===== src/sv/arpc_pkg.sv =====
`timescale 1ns / 1ps
// ----------------------------------------------------------------------------
// arpc_pkg
// Shared constants and types for the address resolution cache.
// ----------------------------------------------------------------------------
package arpc_pkg;
	localparam int CACHE_DEPTH   = 32;
	localparam int REQUEST_DEPTH = 16;
	localparam int AGE_WIDTH     = 16;
	localparam int CIDX_W        = $clog2(CACHE_DEPTH + 1);
	localparam int RIDX_W        = $clog2(REQUEST_DEPTH + 1);
	localparam logic [AGE_WIDTH-1:0] AGE_MAX = '1;

	localparam logic [2:0] FN_LOOKUP = 3'd0;
	localparam logic [2:0] FN_INSERT = 3'd1;
	localparam logic [2:0] FN_QUEUE  = 3'd2;
	localparam logic [2:0] FN_REMOVE = 3'd3;
	localparam logic [2:0] FN_TICK   = 3'd4;
	localparam logic [2:0] FN_CLEAR  = 3'd5;

	localparam logic [2:0] KD_LOOKUP = 3'd0;
	localparam logic [2:0] KD_INSERT = 3'd1;
	localparam logic [2:0] KD_QUEUE  = 3'd2;
	localparam logic [2:0] KD_REMOVE = 3'd3;
	localparam logic [2:0] KD_SEND   = 3'd4;
	localparam logic [2:0] KD_EXPIRE = 3'd5;
	localparam logic [2:0] KD_DONE   = 3'd6;

	localparam logic       REG_TIMEOUT = 1'b0;
	localparam logic       REG_MAXSEND = 1'b1;

	// operation presented to every cell of a row
	typedef struct packed {
		logic [2:0]  func;
		logic [31:0] ip;
		logic [47:0] mac;
		logic [1:0]  iface;
		logic [15:0] timeout;
		logic [2:0]  max_sends;
	} op_t;

	// token passed along the row
	typedef struct packed {
		logic        found;
		logic        placed;
		logic [47:0] mac;
	} ctok_t;

	typedef struct packed {
		logic        found;
		logic        placed;
	} rtok_t;
endpackage


===== src/sv/arpc_req_cell.sv =====
`timescale 1ns / 1ps
// ----------------------------------------------------------------------------
// arpc_req_cell
// One pending request slot; on a tick its report is loaded into a queue.
// ----------------------------------------------------------------------------
module arpc_req_cell import arpc_pkg::*; (
	input  logic        clk,
	input  logic        arst_n,
	input  logic        en,
	input  op_t         op,
	input  logic        known,
	input  rtok_t       tin,
	output rtok_t       tout,
	output logic        rep_v,
	output logic        rep_exp,
	output logic [31:0] rep_ip,
	output logic [1:0]  rep_if
);
	logic        valid_q;
	logic [31:0] ip_q;
	logic [1:0]  if_q;
	logic [2:0]  cnt_q;
	logic        match;
	logic        expire;
	logic        claim;

	assign match   = valid_q && ip_q == op.ip;
	assign expire  = cnt_q >= op.max_sends;
	assign claim   = op.func == FN_QUEUE && !known && !tin.placed && !valid_q;
	assign rep_v   = valid_q;
	assign rep_exp = expire;
	assign rep_ip  = ip_q;
	assign rep_if  = if_q;

	// a queue of a known address claims no slot
	always_comb begin
		tout = tin;
		if (match) tout.found = 1'b1;
		if (claim) tout.placed = 1'b1;
	end

	always_ff @(posedge clk or negedge arst_n) begin
		if (!arst_n) begin
			valid_q <= 1'b0;
		end else if (en) begin
			case (op.func)
				FN_QUEUE:  if (claim) valid_q <= 1'b1;
				FN_REMOVE: if (match) valid_q <= 1'b0;
				FN_TICK:   if (valid_q && expire) valid_q <= 1'b0;
				FN_CLEAR:  valid_q <= 1'b0;
				default:   ;
			endcase
		end
	end

	always_ff @(posedge clk) begin
		if (en) begin
			if (claim) begin
				ip_q  <= op.ip;
				if_q  <= op.iface;
				cnt_q <= '0;
			end else if (op.func == FN_TICK && valid_q && !expire) begin
				cnt_q <= cnt_q + 3'd1;
			end
		end
	end
endmodule


===== config.mk =====
export PLATFORM = sky130hd
export DESIGN_NAME = arpc_req_cell
export DESIGN_NICKNAME = d
export VERILOG_FILES = /design/src/sv/arpc_pkg.sv /design/src/sv/arpc_req_cell.sv
export SDC_FILE = /design/constraint.sdc
export NUM_CORES = 1
export LEC_CHECK = 0
export ABC_CLOCK_PERIOD_IN_PS = 2700
export CORE_UTILIZATION = 51
export CTS_CLUSTER_SIZE = 14
export DETAILED_ROUTE_END_ITERATION = 8
export DONT_BUFFER_PORTS = 1
export GPL_TIMING_DRIVEN = 0
export PLACE_DENSITY = 0.67
export SLEW_MARGIN = 20
export SYNTH_ARGS = -nofsm -noshare
export SYNTH_HDL_FRONTEND = slang
export SYNTH_SLANG_ARGS = --single-unit

===== constraint.sdc =====
create_clock -name clk -period 2.7 [get_ports clk]
set_clock_uncertainty 0.2 [all_clocks]
set_input_delay 0.54 -clock clk [delete_from_list [all_inputs] [get_ports clk]]
set_output_delay 0.54 -clock clk [all_outputs]
set_load 0.1 [all_outputs]

## Word-level counts from Yosys, hierarchy flattened

Cells that the tools add are included.

- Reduce and logical (&&, ||, !) cells: 16
- Muxes and demuxes: 7
- Eq/ne operators: 8
- Add/subtract/negate cells: 1
- Magnitude comparators: 1

Operator list:

| operator | number |
|---|---|
| $eq 32x32->1 | 1 |
| $logic_and 1x1->1 | 7 |
| $eq 3x2->1 const B | 2 |
| $eq 3x3->1 const B | 2 |
| $ne 2x2->1 const B | 3 |
| $mux 1 | 5 |
| $reduce_and 5->1 | 1 |
| $logic_not 1->1 | 4 |
| $pmux 1 s4 | 1 |
| $reduce_and 2->1 | 2 |
| $reduce_bool 4->1 | 1 |
| $add 3x1->3 const B | 1 |
| $ge 3x3->1 | 1 |
| $mux 3 | 1 |
| $reduce_bool 2->1 | 1 |

- Output and inout bits: 38
- Input port bits: 110
- Logic and storage cells: 37
- Register bits: 38

## Logic depth before layout (Yosys ltp)

Gate-level depths: netlist of the first run.

- Word-level depth: 6
- Depth in mapped cells: 7
- Depth with buffers taken out: 7

## Worst setup path before layout of the first run

OpenSTA, ideal clock, no wires.

- Path kind: input to register
- Start point: in op[2] (netlist bit)
- End point: reg cnt_q[0], enable pin
- Setup time: 253 ps
- Stages: 6
- Slack: -1429 ps
- Data arrival time: 3676 ps
- Cells stage by stage: inv_1 ha_1 nand2_1 o21ai_0 and4bb_2 o21a_1

- Cells in the longest elaborated chain, start to end: 5

Ends and longest elaborated chain:

| item | RTL line | RTL |
|---|---|---|
| start: declaration | arpc_req_cell.sv:10 | `input op_t op,` |
| $ge 3x3->1 | arpc_req_cell.sv:28 | `assign expire = cnt_q >= op.max_sends;` |
| named net rep_exp | arpc_req_cell.sv:15 | `output logic rep_exp,` |
| $logic_not 1->1 | arpc_req_cell.sv:62 | `end else if (op.func == FN_TICK && valid_q && !expire) begin` |
| $logic_and 1x1->1 | arpc_req_cell.sv:62 |  |
| $reduce_bool 2->1 (no line) | - |  |
| $reduce_and 2->1 (no line) | - |  |
| end signal: assignment | arpc_req_cell.sv:63 | `cnt_q <= cnt_q + 3'd1;` |
| end: declaration | arpc_req_cell.sv:22 | `logic [2:0] cnt_q;` |

The timed path passes the listed nets, and every way through them passes these cells.
A chain may end at the register's enable or synchronous reset.

==> results of run 1 <==
through the flow:
stage / setup slack, ns / utilization [%]
after floorplan: -0.144 / -
after global placement: -0.532 / 57.8
after detailed placement: -0.511 / 57.8
after CTS: -0.788 / 61.1
after global routing: -0.910 / 61.1
final: -0.728 / 61.1
critical path, stage by stage, from the launching register on:
cell      delay, ns
edfxtp_1       0.99
xor2_1         0.18
nor4_2         0.34
nand4_1        0.19
nor4_4         0.30
a21o_4         0.35
registers in the layout (all words and copies together) (netlist names):
signal  cells
cnt_q       3
rep_if      2
rep_ip     32
rep_v       1
how the worst max path moves through the flow:
stage                     endpoint  cells after the start        from
after CTS                  tout[1]                      5  rep_ip[16]
after floorplan            tout[1]                      5  rep_ip[24]
after global routing       tout[1]                      5  rep_ip[24]
after detailed placement   tout[1]                      5  rep_ip[24]
after global placement     tout[1]                      5   rep_ip[7]
final                      tout[1]                      5  rep_ip[16]
cell usage in the layout (no fill, tap or decap):
cell	n
a21boi_0	1
a21o_4	1
a21oi_1	1
a221o_1	1
a22oi_1	1
a31oi_1	1
and2_4	1
and2b_2	1
and4bb_2	1
buf_4	1
clkbuf_1	1
clkbuf_4	5
clkbuf_8	1
clkinv_2	1
dfrtp_4	1
dlygate4sd3_1	1
edfxtp_1	37
ha_1	4
inv_1	8
nand2_1	1
nand3_1	1
nand4_1	3
nor2_1	2
nor2b_1	4
nor3_1	1
nor3_4	1
nor4_1	2
nor4_2	2
nor4_4	1
o2111ai_1	1
o21a_1	1
o21ai_1	1
o21ai_4	1
o221ai_1	2
or2_4	1
or4_4	1
xnor2_1	13
xor2_1	17
power breakdown:
group | internal (mW) | switching [mW] | total [mW]
Combinational | 0.0299 | 0.0441 | 0.0741
Sequential | 0.653 | 0.0386 | 0.692
Clock | 0.126 | 0.170 | 0.297
Total | 0.809 | 0.253 | 1.06
routing by layer:
layer	part of all wire (%)	GRT usage [%]	vias to the layer above
li1	-	-	446
met5	0	0	-
met2	41	24.3	75
met4	1.2	5.98	0
met1	40	21.5	443
met3	18	14.3	6
cell families after synthesis:
logic type	synth area share (%)
buf+inv	1.74
xor+xnor	15.2
fa+ha+maj	2.90
compound gates	5.07
flops	65.8
simple gates	9.28
area by class of cell:
| cell class | count | share of cell area (%) |
|---|---|---|
| Clock buffer | 7 | 2.88 |
| Timing Repair Buffer | 2 | 0.916 |
| Clock inverter | 1 | 0.262 |
| Multi-Input combinational cell | 69 | 31.9 |
| Sequential cell | 38 | 59.6 |
| Tap cell | 44 | 2.88 |
| Inverter | 8 | 1.57 |
timing repair:
item,in CTS,in global routing
endpoints found under the setup margin,2,2
pin swaps,6,2
endpoints found under the hold margin,1,0
gates resized for setup,5,0
hold buffers,1,0
buffers inserted,1,0
==> out/results.tsv, run 1 <==
metric	value	unit
total_power	1.06	mW
finalHoldViolCount	0	
reg2reg_slack	0.25	ns
grt_antenna_before_repair	0	
yosys_warnings	0	
drv_cap	0	
crit_arrival	2.69	ns
placementRows	20	
nets	238	
synthFlopType	edfxtp_1	
numCtsBuffers	5	
rr_worst_depth	5	
dpl_cell_area	1810	µm²
overflow	0	
timing.rr.end	rep_v	
pin_count	148	
min_period	3.43	ns
grtUsageTotal	18.0	%
critPathKind	flop to primary output	
drc	0	
finalCritPeriodShare	127	%
worst_pin_slew	0.973	ns
cts_tree	yes	
p_leak	0.640	nW
r2r_start	rep_ip[16]	
grt_max_degree	36	
cts_buffer_depth	2	
detail-route-antenna-nets	0	
die_w	60.2	µm
diodes	0	
synth.largest_area_cell	edfxtp_1	
max_freq	0.292	GHz
grt_pass1_wl	4440	µm
grt_setup_unrepaired	true	
syn-num-nets	229	
synth-edff-count	37	
placedCellCount	159	
hold_depth	0	
worstSetupStartpointType	flop	
drive_gt1_share	16.0	%
firstDrtPassIters	2	
status	finished, violations left	
place.gp.congestion	0.696	
setup_viol	2	
violations	setup timing	
ys_seq_area_share	65.8	%
syn-cell-area	1730	µm²
ys_types	30	
endpoint_kind	primary output	
clkSinkCount	38	
initial_utilization	55.2	%
nFillCells	260	
irDropWorstVdd	0.000353	V
wl	3060	µm
drt_iter0_drc	24	
hold_ws	0.0936	ns
yosysTopAreaCellShare	64.3	%
grt_pass1_vias	1021	
die_h	60.2	µm
slew-limit-headroom	35.1	%
clkLatencyLatePin	0.33	ns
async_flop_share	2.63	%
synth_area_leaders	edfxtp_1 64%, xor2_1 8.6%, xnor2_1 6.6%	
synthTopCellsByCount	37 x edfxtp_1, 17 x xor2_1, 13 x xnor2_1	
core	3130	µm²
power.density	556	nW/µm²
clkSlewWorstSetupHoldPaths	0.11	ns
root_buffer	clkbuf_4	
ff_latch_area	1140	µm²
die-area	3620	µm²
hold_path_startpoint	op[96]	
syn2layout_area_growth	10.7	%
synth_cells	115	
fin_area	1910	µm²
holdCritPathClass	primary input to flop	
wire_per_inst	18.1	µm
via_per_inst	5.74	
fin_tns_setup	-0.739	ns
fin_cells	169	
worstPathRequired	1.96	ns
synth_most_common_cell	edfxtp_1	
dp_hpwl	2370	µm
fin_ws	-0.728	ns
synth_seq_cells	38	
vias	970	
multi_input_area	609	µm²
io_buffers	0	
cts_htree_levels	2	
path_max_fanout	2	
syn_avg_cell_area	15.0	µm²
maxSlewViolCount	0	
min_to	rep_ip[27]	
Note: power is estimated with default switching activity, not from simulation.
==> inputs of run 2 (changes only) <==
Settings changed: CORE_ASPECT_RATIO set to 0.7.
==> out/results.tsv, run 2 (synthesis results as in run 1) <==
metric	value	unit	change
status	finished, violations left		unchanged
violations	setup timing		unchanged
setup_viol	1		was 2
largest_register_ffs	32		unchanged
place.gp.congestion	0.713		was 0.696
vias	948		was 970
final_cell_mix	37 x edfxtp_1, 17 x xor2_1, 13 x xnor2_1		unchanged
worstPathRequired	1.96	ns	about the same
die-area	3630	µm²	was 3620 µm²
nets	238		unchanged
clkSinkCount	38		unchanged
core	3190	µm²	was 3130 µm²
finalHoldViolCount	0		unchanged
io_buffers	0		unchanged
pin_count	148		unchanged
nFillCells	260		unchanged
wire_per_inst	20.7	µm	was 18.1 µm
worst_pin_slew	0.983	ns	was 0.973 ns
fin_cells	163		was 169
root_buffer	clkbuf_8		was clkbuf_4
grt_pass1_wl	5120	µm	was 4440 µm
die_h	50.7	µm	was 60.2 µm
min_period	3.42	ns	was 3.43 ns
grt_max_degree	36		unchanged
via_per_inst	5.82		was 5.74
cts_buffer_depth	2		unchanged
final_common_cell	edfxtp_1		unchanged
grt_setup_unrepaired	true		unchanged
die_w	71.5	µm	was 60.2 µm
slew-limit-headroom	34.5	%	was 35.1%
firstDrtPassIters	4		was 2
wl	3370	µm	was 3060 µm
initial_utilization	54.1	%	was 55.2%
drc	0		unchanged
max_freq	0.292	GHz	about the same
grtUsageTotal	19.8	%	was 18.0%
irDropWorstVdd	0.000420	V	was 0.000353 V
fin_ws	-0.719	ns	was -0.728 ns
detail-route-antenna-nets	0		unchanged
dp_hpwl	2620	µm	was 2370 µm
syn2layout_area_growth	12.1	%	was 10.7%
cpPeakStageDelay	0.99	ns	about the same
numCtsBuffers	5		unchanged
clkLatencyLatePin	0.29	ns	was 0.33 ns
grt_antenna_before_repair	0		unchanged
cts_tree	yes		unchanged
power.density	586	nW/µm²	was 556 nW/µm²
drv_cap	0		unchanged
holdCritPathClass	primary input to flop		unchanged
crit_arrival	2.68	ns	was 2.69 ns
crit_slowest_cell	edfxtp_1		unchanged
endpoint_kind	primary output		unchanged
diodes	0		unchanged
grt_pass1_vias	1018		was 1,021
placedCellCount	153		was 159
dpl_cell_area	1800	µm²	was 1810 µm²
worstSetupStartpointType	flop		unchanged
crit_chain	xor2_1 -> nor4_2 -> nand4_1 -> nor4_4 -> a21o_4		unchanged
path_max_fanout	2		unchanged
maxSlewViolCount	0		unchanged
drt_iter0_drc	45		was 24
critPathKind	flop to primary output		unchanged
placementRows	17		was 20
clkSlewWorstSetupHoldPaths	0.07	ns	was 0.11 ns
multi_input_area	616	µm²	was 609 µm²
drive_gt1_share	16.8	%	was 16.0%
cts_htree_levels	2		unchanged
overflow	0		unchanged
p_leak	0.647	nW	was 0.640 nW
ff_latch_area	1140	µm²	unchanged
fin_area	1940	µm²	was 1910 µm²
finalCritPeriodShare	127	%	about the same
fin_tns_setup	-0.719	ns	was -0.739 ns
==> run 2: cell type report <==
cell class	count	area share [%]
timing repair buffer	2	0.905
sequential	38	58.9
multi-input combinational	69	31.8
clock buffer	5	3.56
tap	38	2.46
clock inverter	3	0.840
inverter	8	1.55
==> run 2: final timing paths <==
check | startpoint | endpoint | slack (ns) | depth (start not counted)
setup / recovery | rep_ip[3] | tout[1] | -0.72 | 5
hold / removal | op[89] | rep_ip[20] | 0.14 | 0
setup reg to reg | rep_ip[3] | rep_v | 0.20 | 5
hold reg to reg | cnt_q[0] | cnt_q[0] | 0.43 | 1
max in group asynchronous | arst_n | rep_v | 1.92 | 1
min in group asynchronous | arst_n | rep_v | 0.26 | 1
==> run 2: timing repair <==
item,4_1_cts,5_1_grt
gates resized for setup,4,2
setup endpoints to repair,2,2
hold buffers,1,0
hold endpoints to repair,1,0
setup buffers,1,0
pin swaps,3,3
==> run 2: where the power goes <==
| part | internal, mW | total (mW) | switching, mW |
|---|---|---|---|
| Clock | 0.176 | 0.367 | 0.191 |
| Sequential | 0.653 | 0.693 | 0.0391 |
| Combinational | 0.0301 | 0.0757 | 0.0456 |
| Total | 0.860 | 1.14 | 0.275 |
==> run 2: per-stage QoR <==
step / hold slack [ns] / total power [mW] / util, % / worst slack [ns]
floorplan: 0.0444 / 0.766 / - / -0.144
global placement: 0.0444 / 0.773 / 56.5 / -0.486
detailed placement: 0.0445 / 0.775 / 56.5 / -0.465
CTS: 0.138 / 1.14 / 60.2 / -0.763
global route: 0.128 / 1.17 / 60.7 / -0.796
finish: 0.142 / 1.14 / 60.7 / -0.719
==> run 2: critical path: cells and delay by family, from the launching register on <==
kind / cells / cell delay [ns]
flip-flops: 1 / 0.99
XOR/XNOR: 1 / 0.19
AND/OR/NAND/NOR: 3 / 0.87
AO/OA/AOI/OAI: 1 / 0.34
==> run 2: layer usage <==
metal | global-route usage, % | vias to the layer above | part of all wire (%)
met5 | 0 | - | 0
met4 | 7.84 | 0 | 1.2
met3 | 7.63 | 6 | 12
met2 | 31.9 | 58 | 46
met1 | 24.3 | 442 | 41
li1 | - | 442 | -
