[config.mk]
export PLATFORM = sky130hd
export DESIGN_NAME = arpc_entry_cell
export DESIGN_NICKNAME = d
export VERILOG_FILES = /design/src/sv/arpc_pkg.sv /design/src/sv/arpc_entry_cell.sv
export SDC_FILE = /design/constraint.sdc
export NUM_CORES = 1
export LEC_CHECK = 0
export BUFFER_PORTS_ARGS = -buffer_cell sky130_fd_sc_hd__buf_4
export CAP_MARGIN = 10
export CORE_MARGIN = 5
export CORE_UTILIZATION = 51
export DETAILED_ROUTE_END_ITERATION = 12
export PLACE_DENSITY = 0.85
export SETUP_SLACK_MARGIN = 0.15
export SLEW_MARGIN = 5
export SYNTH_ARGS = -nofsm -noshare
export SYNTH_HDL_FRONTEND = slang
export SYNTH_SLANG_ARGS = --single-unit
[constraint.sdc]
create_clock -name clk -period 7.56 [get_ports clk]
set_input_delay 1.134 -clock clk [delete_from_list [all_inputs] [get_ports clk]]
set_output_delay 1.134 -clock clk [all_outputs]
set_load 0.1 [all_outputs]
[src/sv/arpc_pkg.sv]
`timescale 1ns / 1ps
// ----------------------------------------------------------------------------
// arpc_pkg
// Shared constants and types for the address resolution cache.
// ----------------------------------------------------------------------------
package arpc_pkg;
	localparam int CACHE_DEPTH   = 32;
	localparam int REQUEST_DEPTH = 16;
	localparam int AGE_WIDTH     = 16;
	localparam int CIDX_W        = $clog2(CACHE_DEPTH + 1);
	localparam int RIDX_W        = $clog2(REQUEST_DEPTH + 1);
	localparam logic [AGE_WIDTH-1:0] AGE_MAX = '1;

	localparam logic [2:0] FN_LOOKUP = 3'd0;
	localparam logic [2:0] FN_INSERT = 3'd1;
	localparam logic [2:0] FN_QUEUE  = 3'd2;
	localparam logic [2:0] FN_REMOVE = 3'd3;
	localparam logic [2:0] FN_TICK   = 3'd4;
	localparam logic [2:0] FN_CLEAR  = 3'd5;

	localparam logic [2:0] KD_LOOKUP = 3'd0;
	localparam logic [2:0] KD_INSERT = 3'd1;
	localparam logic [2:0] KD_QUEUE  = 3'd2;
	localparam logic [2:0] KD_REMOVE = 3'd3;
	localparam logic [2:0] KD_SEND   = 3'd4;
	localparam logic [2:0] KD_EXPIRE = 3'd5;
	localparam logic [2:0] KD_DONE   = 3'd6;

	localparam logic       REG_TIMEOUT = 1'b0;
	localparam logic       REG_MAXSEND = 1'b1;

	// operation presented to every cell of a row
	typedef struct packed {
		logic [2:0]  func;
		logic [31:0] ip;
		logic [47:0] mac;
		logic [1:0]  iface;
		logic [15:0] timeout;
		logic [2:0]  max_sends;
	} op_t;

	// token passed along the row
	typedef struct packed {
		logic        found;
		logic        placed;
		logic [47:0] mac;
	} ctok_t;

	typedef struct packed {
		logic        found;
		logic        placed;
	} rtok_t;
endpackage

[src/sv/arpc_entry_cell.sv]
`timescale 1ns / 1ps
// ----------------------------------------------------------------------------
// arpc_entry_cell
// One cache slot: match, first-free claim and ageing.
// ----------------------------------------------------------------------------
module arpc_entry_cell import arpc_pkg::*; (
	input  logic  clk,
	input  logic  arst_n,
	input  logic  en,
	input  op_t   op,
	input  ctok_t tin,
	output ctok_t tout
);
	logic                 valid_q;
	logic [31:0]          ip_q;
	logic [47:0]          mac_q;
	logic [AGE_WIDTH-1:0] age_q;
	logic [AGE_WIDTH-1:0] age_nx;
	logic                 match;

	assign match  = valid_q && ip_q == op.ip;
	assign age_nx = (age_q < AGE_MAX) ? age_q + 1'b1 : age_q;

	always_comb begin
		tout = tin;
		if (op.func == FN_LOOKUP && !tin.found && match) begin
			tout.found = 1'b1;
			tout.mac   = mac_q;
		end
		if (op.func == FN_INSERT && !tin.placed && !valid_q)
			tout.placed = 1'b1;
	end

	always_ff @(posedge clk or negedge arst_n) begin
		if (!arst_n) begin
			valid_q <= 1'b0;
		end else if (en) begin
			case (op.func)
				FN_INSERT: if (!tin.placed && !valid_q) valid_q <= 1'b1;
				FN_TICK:   if (valid_q && {16'd0, age_nx} > {{AGE_WIDTH{1'b0}}, op.timeout})
					valid_q <= 1'b0;
				FN_CLEAR:  valid_q <= 1'b0;
				default:   ;
			endcase
		end
	end

	always_ff @(posedge clk) begin
		if (en) begin
			if (op.func == FN_INSERT && !tin.placed && !valid_q) begin
				ip_q  <= op.ip;
				mac_q <= op.mac;
				age_q <= '0;
			end else if (op.func == FN_TICK && valid_q) begin
				age_q <= age_nx;
			end
		end
	end
endmodule

# Yosys cells after proc, flatten, opt, wreduce, memory -nomap -nowiden
# Cells that the tools add are included.
[word_totals]
word_cells = 38
register_bits = 97
out_inout_bits = 50
in_bits = 157
[classes]
n_eq_ne = 6
mux = 8
order_cmp = 2
n_reduce_logical = 17
addsub = 1
[ops]
columns = ["op", "count"]
rows = [
  ["2-to-1 mux 48 bit", 1],
  ["== test 32 bit", 1],
  ["2-to-1 mux 16 bit", 2],
  ["adder 16 x 1 -> 16 bit, second input constant", 1],
  ["> comparator 16 bit", 1],
  ["< comparator 16 bit, second input constant", 1],
  ["logical AND 1 bit", 8],
  ["== test 3 bit, second input constant", 2],
  ["2-to-1 mux 1 bit", 4],
  ["AND reduction 2 bit", 2],
  ["AND reduction 4 bit", 1],
  ["== test 3 x 1 -> 1 bit, second input constant", 1],
  ["zero test 1 bit", 3],
  ["zero test 3 bit", 1],
  ["case mux 1 bit (3 select lines)", 1],
  ["nonzero test 3 bit", 1],
  ["inequality test 2 x 1 -> 1 bit, second input constant", 1],
  ["inequality test 2 bit, second input constant", 1],
  ["nonzero test 2 bit", 1],
]

# Depth between registers and ports, before layout
# Gate-level depths: netlist of the first run.
[depth]
word_depth = 6
mapped_depth = 13
mapped_depth_nobuf = 13

# Worst setup path after synthesis of the first run
# Ideal clock, no wire load.
[synth_path]
path_kind = "input to register"
from = "in tin[48] (netlist name)"
to = "reg ip_q[0] (enable)"
setup_ns = 0.447
setup_slack_ns = 3.211
t_required_ns = 7.113
path_stages = 4
arrival_ns = 3.902
path_buffers = 1
cell_sequence = "nand2b_1 -> nor4_2 -> clkbuf_1 -> and2_1"
[synth_between]
elab_chain_cells = 4
[synth_lines]
columns = ["element", "line", "rtl"]
rows = [
  ["start, declared", "arpc_entry_cell.sv:11", "input ctok_t tin,"],
  ["zero test 1 bit", "arpc_entry_cell.sv:50", "if (op.func == FN_INSERT && !tin.placed && !valid_q) begin"],
  ["logical AND 1 bit (2 in series)", "arpc_entry_cell.sv:50", ""],
  ["AND reduction 2 bit (no line)", "--", ""],
  ["end signal, assigned", "arpc_entry_cell.sv:51", "ip_q <= op.ip;"],
  ["end, declared", "arpc_entry_cell.sv:15", "logic [31:0] ip_q;"],
]
# Every way passes these cells.
# A chain may end at the register's enable or synchronous reset.

==> results by group, run 1 <==
Run status
  • Status: completed

Clock tree
  • Clock buffer depth: 2
  • Worst-path clk slew: 0.09 ns
  • CTS Hold Bufs: 0
  • TritonCTS Buffers: 9
  • Root Buffer Master: clkbuf_8
  • Clk Latency, worst-skew pair: 0.35 ns
  • Setup Buffers After CTS: 0
  • CTS HTree Levels: 3
  • Sink Count: 97
  • Post-cts sizing count: 0
  • CTS tree: built

Floorplan
  • Rows: 35
  • Die Wd: 107.0 um
  • Io pins: 207
  • Die Y: 107.0 um
  • Initial Utilization: 52.14%
  • Total core area: 0.009196 sq mm
  • Die ar.: 0.01144 sq mm

Global routing
  • GRT overflow: 0
  • Initial antenna violation count: 0
  • Total GRT Usage: 20.89%
  • Vias in the first global route: 3,455
  • Largest net degree at the start of global routing: 81
  • First-pass GRT wire length: 18.07 mm

Route
  • Vias: 3,428
  • Routed wire length: 12.48 mm
  • Residual DRC: 0
  • DR vias/cell: 5.218
  • Post-route ant nets: 0
  • WL/cell: 18.99 um
  • Detailed Route Iter0 Violations: 116
  • Drt pass-1 iters: 4

Synth
  • Flops & latches, synth: 97
  • Post-Synth Adder-Cell Area: 4.436%
  • Async S/R FF share, synth: 1.031%
  • Register area share after synthesis: 60.65%
  • Largest family of logic cells by synthesized area: multiplexers
  • Synth Area in XOR/XNOR: 7.490%
  • Netlist Area Pre-Place: 0.004795 sq mm
  • Synth unique cells: 38
  • Simple-Gate Fraction of Synth Area: 9.290%
  • Largest cells by area after synthesis: edfxtp_1, mux2_2, xor2_1
  • Synth Area per Inst: 14.40 sq um
  • Synth Area in Compound Gates: 3.627%
  • Synth Flop Type: edfxtp_1
  • Top cell type by total area after synthesis: edfxtp_1
  • Synth Instances: 333
  • Net count after synthesis: 507
  • Multiplexer share of the synthesized area: 11.98%
  • Post-synth EDFFs: 96
  • Ys Warns: 0
  • Synth top area share: 60.13%

Power and ir drop
  • Flop pwr share: 51.0%
  • Sw frac: 28.56%
  • P_int: 845.2 uW
  • VDD IR-drop max: 0.08283 mV
  • Net Sw Power: 337.8 uW
  • Clock power frac: 28.5%
  • Power density over cell area: 179.0 mW/mm^2
  • Leakage: 0.002773 uW
  • Logic gate share of total power: 20.5%

Finish
  • N_diodes: 0
  • Layout cells sized above 1: 49.45%
  • Multi-input gate area: 0.001768 sq mm
  • Final net count: 715
  • Final core utilization: 71.85%
  • Seq. cell area: 0.002908 sq mm
  • Layout area overhead: 37.81%
  • Fillers: 661
  • Final Cell Area: 0.006608 sq mm

Placement
  • Port-buffer cells: 201
  • Final GP Congestion: 0.8358
  • Dpl cell area: 0.006414 sq mm
  • Hpwl dp: 9.838 mm

Setup path
  • RR Endpoint: valid_q
  • Worst EP arrival: 3.45 ns
  • R2R Setup Slk: 4.47 ns
  • R2r worst-path depth: 12
  • Critical path fanouts, max: 48
  • Crit path kind: primary input to output port
  • Reg2reg start: age_q[3]
  • Crit end category: output port
  • Crit start category: primary input
  • CP required: 6.43 ns

STA
  • Layout Skew: 0.01328 ns
  • Worst-margin pin slew: 1.046 ns
  • Max-slew violations: 0
  • RSZ-0062 raised after global routing: false
  • Maximum clock rate: 0.2180 GHz
  • Final min period: 4.588 ns
  • Final setup vio count: 0
  • Worst rel slew slack: 30.27%
  • Setup TNS: 0 ns
  • Final Hold Viols: 0
  • Period utilisation layout: 60.69%

Min path
  • Hold WC Path Type: primary input to asynchronous set/reset pin

Flow run
  • MaxCap Viol Count: 0
## cells by family (layout without fill, tap and decap cells)
kind of cell               Yosys count  in the layout
xor gates and xnor gates            41             41
DFF                                 97             97
and+or+nand+nor                     76             76
buffers and inverters               25            238
muxes                               51             51
adders and majority gates           17             17
AOI/OAI and AO/OA                   26             26
## worst max-delay path: stages
cell and delay (ns):
buf_4 0.12, xor2_1 0.15, nor4_1 0.33, nand3_1 0.22, nor4_4 0.26, buf_4 0.54
mux2_2 0.41, buf_4 0.23
## per-stage QoR
step / hold slack (ns) / total power (uW) / cells / setup slack [ns]
2_1_floorplan: 0.6484 / 762.3 / 333 / 3.211
3_3_place_gp: 0.6792 / 854.1 / 641 / 3.006
3_5_place_dp: 0.6936 / 859.6 / 641 / 2.971
4_1_cts: 0.5357 / 1190 / 657 / 2.971
5_1_grt: 0.5262 / 1224 / 657 / 2.863
6_report: 0.5544 / 1183 / 657 / 2.972
## power by group through the flow
stage	Combinational [uW]	Clock [uW]	Sequential, uW
final	243	337	603
after detailed placement	244	0	616
after global placement	239	0	615
after global routing	255	366	604
after floorplan	147	0	615
after CTS	245	342	603
## layout by cell type, fill, tap and decap left out, types with 3 or more instances in the layout
cell      synthesis  final
buf_4             3    204
ha_1             17     17
nand3_1           7      7
clkbuf_8          0      9
mux2_1            9      9
nor2_1           11     11
inv_1            18     18
xor2_1           33     33
edfxtp_1         96     96
a21oi_1           8      8
a21o_1            6      6
nor4_1            7      7
xnor2_1           8      8
nor2b_1          14     14
nand2b_1          3      3
nor3_1            4      4
mux2_2           42     42
or2_2             3      3
and3_1            3      3
nand2_1           8      8
nand4_1           8      8
## how the worst max path moves through the flow
| stage | startpoint | end | slack, ns |
|---|---|---|---|
| 2_1_floorplan | tin[48] | ip_q[0] | 3.21 |
| 3_3_place_gp | op[96] | tout[9] | 3.01 |
| 3_5_place_dp | op[96] | tout[9] | 2.97 |
| 4_1_cts | op[96] | tout[9] | 2.97 |
| 5_1_grt | op[73] | tout[22] | 2.86 |
| 6_report | op[96] | tout[22] | 2.97 |
## cell type report
| type | count | area share, % |
|---|---|---|
| Tap cell | 111 | 2.102 |
| Multi-Input combinational cell | 211 | 26.76 |
| Clock inverter | 6 | 1.004 |
| Inverter | 18 | 1.023 |
| Timing Repair Buffer | 204 | 23.18 |
| Clock buffer | 10 | 1.931 |
| Sequential cell | 97 | 44.01 |
## flip-flops by register name, indices dropped and copies added (netlist names)
| signal | count |
|---|---|
| mac_q | 48 |
| ip_q | 32 |
| age_q | 16 |
| valid_q | 1 |
## routing by layer
metal / share of wire, % / wire (um) / GRT usage (%)
met1: 37 / 4591 / 23.46
met2: 53 / 6643 / 38.26
met5: 0 / 0 / 0
met3: 7.7 / 959 / 5.178
met4: 2.3 / 284 / 7.580
## Yosys cell counts, drive strengths merged, types with 4 or more instances
cell type   n
nor4        9
nand3       7
nor2b      14
ha         17
xnor2       8
a21o        6
inv        18
buf         6
xor2       33
nor2       11
nand4       8
edfxtp     96
mux2       51
nor3        4
a21oi      10
nand2       8
No activity file was read; power rests on OpenSTA's default activity.
==> run 2, diff against run 1 <==
ABC_AREA = 1   (was unset)
CORE_UTILIZATION = 44   (was 51)
PLACE_DENSITY = 0.77   (was 0.85)
clock period = 4.2 ns   (was 7.56 ns; I/O delays follow)
==> run 2 against run 1 <==
  * Worst hold slack worse by 0.50 ns
  * Non-clock buffer count increased by 4
  * Register-to-register slack worse by 3.3 ns
  * Sequential share of layout area fell by 3.0 points
  * Wire length grew 7.4%
  * Count of clock-buffer cells in the layout is 1 lower
  * Global-route usage down 2.1 points
  * Cell count grew 39%
==> results by group, run 2 <==
Placement
  • Port-buffer cells: 201 (unchanged)
  • Dpl ws: 0.9414 ns (was 2.971 ns)
  • Cells after DPL: 897 (was 641)
  • Hpwl dp: 10.71 mm (was 9.838 mm)
  • Final GP Congestion: 0.8975 (was 0.8358)

Route
  • Detailed Route Iter0 Violations: 189 (was 116)
  • Vias: 4,499 (was 3,428)
  • Residual DRC: 0 (unchanged)
  • Drt pass-1 iters: 4 (unchanged)
  • Routed wire length: 13.40 mm (was 12.48 mm)
  • DR vias/cell: 4.928 (was 5.218)
  • WL/cell: 14.68 um (was 18.99 um)
  • Post-route ant nets: 0 (unchanged)

Clock tree
  • Clock buffer depth: 2 (unchanged)
  • Worst-path clk slew: 0.07 ns (was 0.09 ns)
  • Post-cts sizing count: 0 (unchanged)
  • CTS tree: built (unchanged)
  • Root Buffer Master: clkbuf_16 (was clkbuf_8)
  • Sink Count: 97 (unchanged)
  • CTS HTree Levels: 3 (unchanged)
  • Setup Buffers After CTS: 0 (unchanged)
  • TritonCTS Buffers: 9 (unchanged)
  • Clk Latency, worst-skew pair: 0.34 ns (was 0.35 ns)
  • CTS Hold Bufs: 0 (unchanged)

STA
  • Final Hold Viols: 0 (unchanged)
  • Setup TNS: 0 ns (unchanged)
  • Final min period: 3.250 ns
  • Final worst setup slack: 0.9503 ns (was 2.972 ns)
  • Worst-margin pin slew: 0.5781 ns (was 1.046 ns)
  • Final setup vio count: 0 (unchanged)
  • Max-slew violations: 0 (unchanged)
  • Worst rel slew slack: 61.42% (was 30.27%)
  • Hold WS: 0.05463 ns (was 0.5544 ns)
  • Layout Skew: 0.005869 ns (was 0.01328 ns)
  • RSZ-0062 raised after global routing: false (unchanged)
  • Period utilisation layout: 77.38%
  • Maximum clock rate: 0.3077 GHz

Floorplan
  • Total core area: 0.01142 sq mm (was 0.009196 sq mm)
  • Die ar.: 0.01394 sq mm (was 0.01144 sq mm)
  • Die Y: 118.1 um (was 107.0 um)
  • Die Wd: 118.1 um (was 107.0 um)
  • Rows: 39 (was 35)
  • Initial Utilization: 44.99% (was 52.14%)
  • Io pins: 207 (unchanged)

Setup path
  • Max stage delay on crit path: 0.38 ns (was 0.54 ns)
  • Crit path kind: primary input to output port (unchanged)
  • Slowest cell on the critical path: buf_4 (unchanged)
  • Critical path fanouts, max: 38 (was 48)
  • Crit start category: primary input (unchanged)
  • CP required: 3.57 ns (was 6.43 ns)
  • Worst EP arrival: 2.62 ns (was 3.45 ns)
  • Crit path cell chain: buf_4 > nor2_1 > o21a_1 > nand3_1 > nor3_2 > nand2_1 > nor2_4 > nand2_1 > buf_4 > nand2_1 > nand2_1 > buf_4 (was buf_4 > xor2_1 > nor4_1 > nand3_1 > nor4_4 > buf_4 > mux2_2 > buf_4)
  • Crit end category: output port (unchanged)
  • CP dominant cell by count: nand2_1 (was buf_4)

Flow run
  • MaxCap Viol Count: 0 (unchanged)

Global routing
  • Vias in the first global route: 4,562 (was 3,455)
  • Initial antenna violation count: 0 (unchanged)
  • Total GRT Usage: 18.75% (was 20.89%)
  • GRT overflow: 0 (unchanged)
  • First-pass GRT wire length: 21.29 mm (was 18.07 mm)
  • Largest net degree at the start of global routing: 50 (was 81)

Synth
  • Post-synth EDFFs: 96 (unchanged)
  • Largest cells by area after synthesis: edfxtp_1, nand2_1, nand3_1 (was edfxtp_1, mux2_2, xor2_1)
  • Synth Flop Type: edfxtp_1 (unchanged)
  • Net count after synthesis: 738 (was 507)
  • Flops & latches, synth: 97 (unchanged)
  • Top cell type by total area after synthesis: edfxtp_1 (unchanged)
  • Synth unique cells: 28 (was 38)
  • Register area share after synthesis: 56.60% (was 60.65%)
  • Synth top area share: 56.11% (was 60.13%)
  • Synth top cells by count: nand2_1, edfxtp_1, inv_1, nand3_1, nor2_1 (was edfxtp_1, mux2_2, xor2_1, inv_1, ha_1)
  • Synth Area per Inst: 9.109 sq um (was 14.40 sq um)
  • Ys Warns: 0 (unchanged)
  • Synth Instances: 564 (was 333)
  • Async S/R FF share, synth: 1.031% (unchanged)
  • Top-count cell post-synth: nand2_1 (was edfxtp_1)
  • Netlist Area Pre-Place: 0.005137 sq mm (was 0.004795 sq mm)

Finish
  • Commonest non-fill, non-tap cell in the layout: buf_4 (unchanged)
  • Post-route insts no fill: 913 (was 657)
  • Largest register by flop count: mac_q (unchanged)
  • Final net count: 939 (was 715)
  • N_diodes: 0 (unchanged)
  • Final core utilization: 62.15% (was 71.85%)
  • Most frequent cells in the layout: buf_4, nand2_1, edfxtp_1, inv_1, nand3_1 (was buf_4, edfxtp_1, mux2_2, xor2_1, inv_1)
  • Biggest regs: mac_q: 48 flops, ip_q: 32 flops, age_q: 16 flops (unchanged)
  • Max FFs per register: 48 (unchanged)
  • Layout cells sized above 1: 30.26% (was 49.45%)
  • Layout area overhead: 38.14% (was 37.81%)

Power and ir drop
  • Leakage: 0.003358 uW (was 0.002773 uW)
  • VDD IR-drop max: 0.2788 mV (was 0.08283 mV)
  • Power density over cell area: 325.1 mW/mm^2 (was 179.0 mW/mm^2)

Run status
  • Status: completed (unchanged)

Min path
  • Hold WC Path Type: primary input to asynchronous set/reset pin (unchanged)
run 2: cell count changes after synthesis, moves of 7 or more:
cell / change
nand3_1: +50
nor2_1: +30
nor2b_1: -14
o21ai_0: +7
inv_1: +47
a21oi_1: +11
nand2_1: +179
xor2_1: -18
mux2_1: -9
clkbuf_1: +7
mux2_2: -42
nor4_1: -7
run 2: final cells by class:
cell class | count | area, sq um
sequential | 97 | 2908
inverter | 66 | 247.7
clock inverter | 7 | 58.81
clock buffer | 9 | 225.2
multi-input combinational | 383 | 1904
fill | 962 | 4322
tap | 143 | 178.9
timing repair buffer | 208 | 1574
run 2: final timing paths:
| path | startpoint | to | slack [ns] | depth (start not counted) |
|---|---|---|---|---|
| setup / recovery | op[101] | tout[25] | 0.95 | 12 |
| hold / removal | arst_n | valid_q | 0.05 | 1 |
| setup reg to reg | age_q[0] | valid_q | 1.14 | 19 |
| hold reg to reg | valid_q | valid_q | 0.57 | 2 |
| max in group asynchronous | arst_n | valid_q | 4.06 | 1 |
| min in group clk | op[34] | mac_q[13] | 0.46 | 1 |
run 2: report_power, final:
group | internal [uW] | leakage [uW] | total, uW | switching (uW)
clock | 413 | 0.000139 | 782 | 369
sequential | 1080 | 0.000881 | 1080 | 6.19
combinational | 157 | 0.00234 | 442 | 285
run 2: kinds of logic (layout without fill, tap and decap cells):
group	count (synthesis)	after routing	synth area share [%]
flip-flops	97	97	56.60
AND/OR/NAND/NOR	306	306	24.70
adder cells (fa/ha/maj)	17	17	4.140
XOR/XNOR	22	22	3.751
AO/OA/AOI/OAI	38	38	3.994
buffers and inverters	84	290	6.819
run 2: metrics by stage:
| step | area [sq um] | power, uW |
|---|---|---|
| after floorplan | 5145 | 1370 |
| after global placement | 6813 | 1538 |
| after detailed placement | 6813 | 1549 |
| after CTS | 7097 | 2332 |
| after global routing | 7097 | 2400 |
| final | 7097 | 2307 |
run 2: layer usage:
metal | share of wire (%) | GRT usage [%] | up-vias | wire length [um]
met5 | 0 | 0 | - | 0
met4 | 1.1 | 4.301 | 0 | 145
met1 | 39 | 21.64 | 2083 | 5276
met2 | 52 | 33.52 | 130 | 7027
li1 | - | - | 2269 | -
met3 | 7.1 | 6.343 | 17 | 954
run 2: critical path, delay by kind of cell:
| kind | cells | cell delay [ns] |
|---|---|---|
| buffers and inverters | 3 | 0.73 |
| AOI/OAI and AO/OA | 1 | 0.16 |
| and+or+nand+nor | 8 | 1.09 |
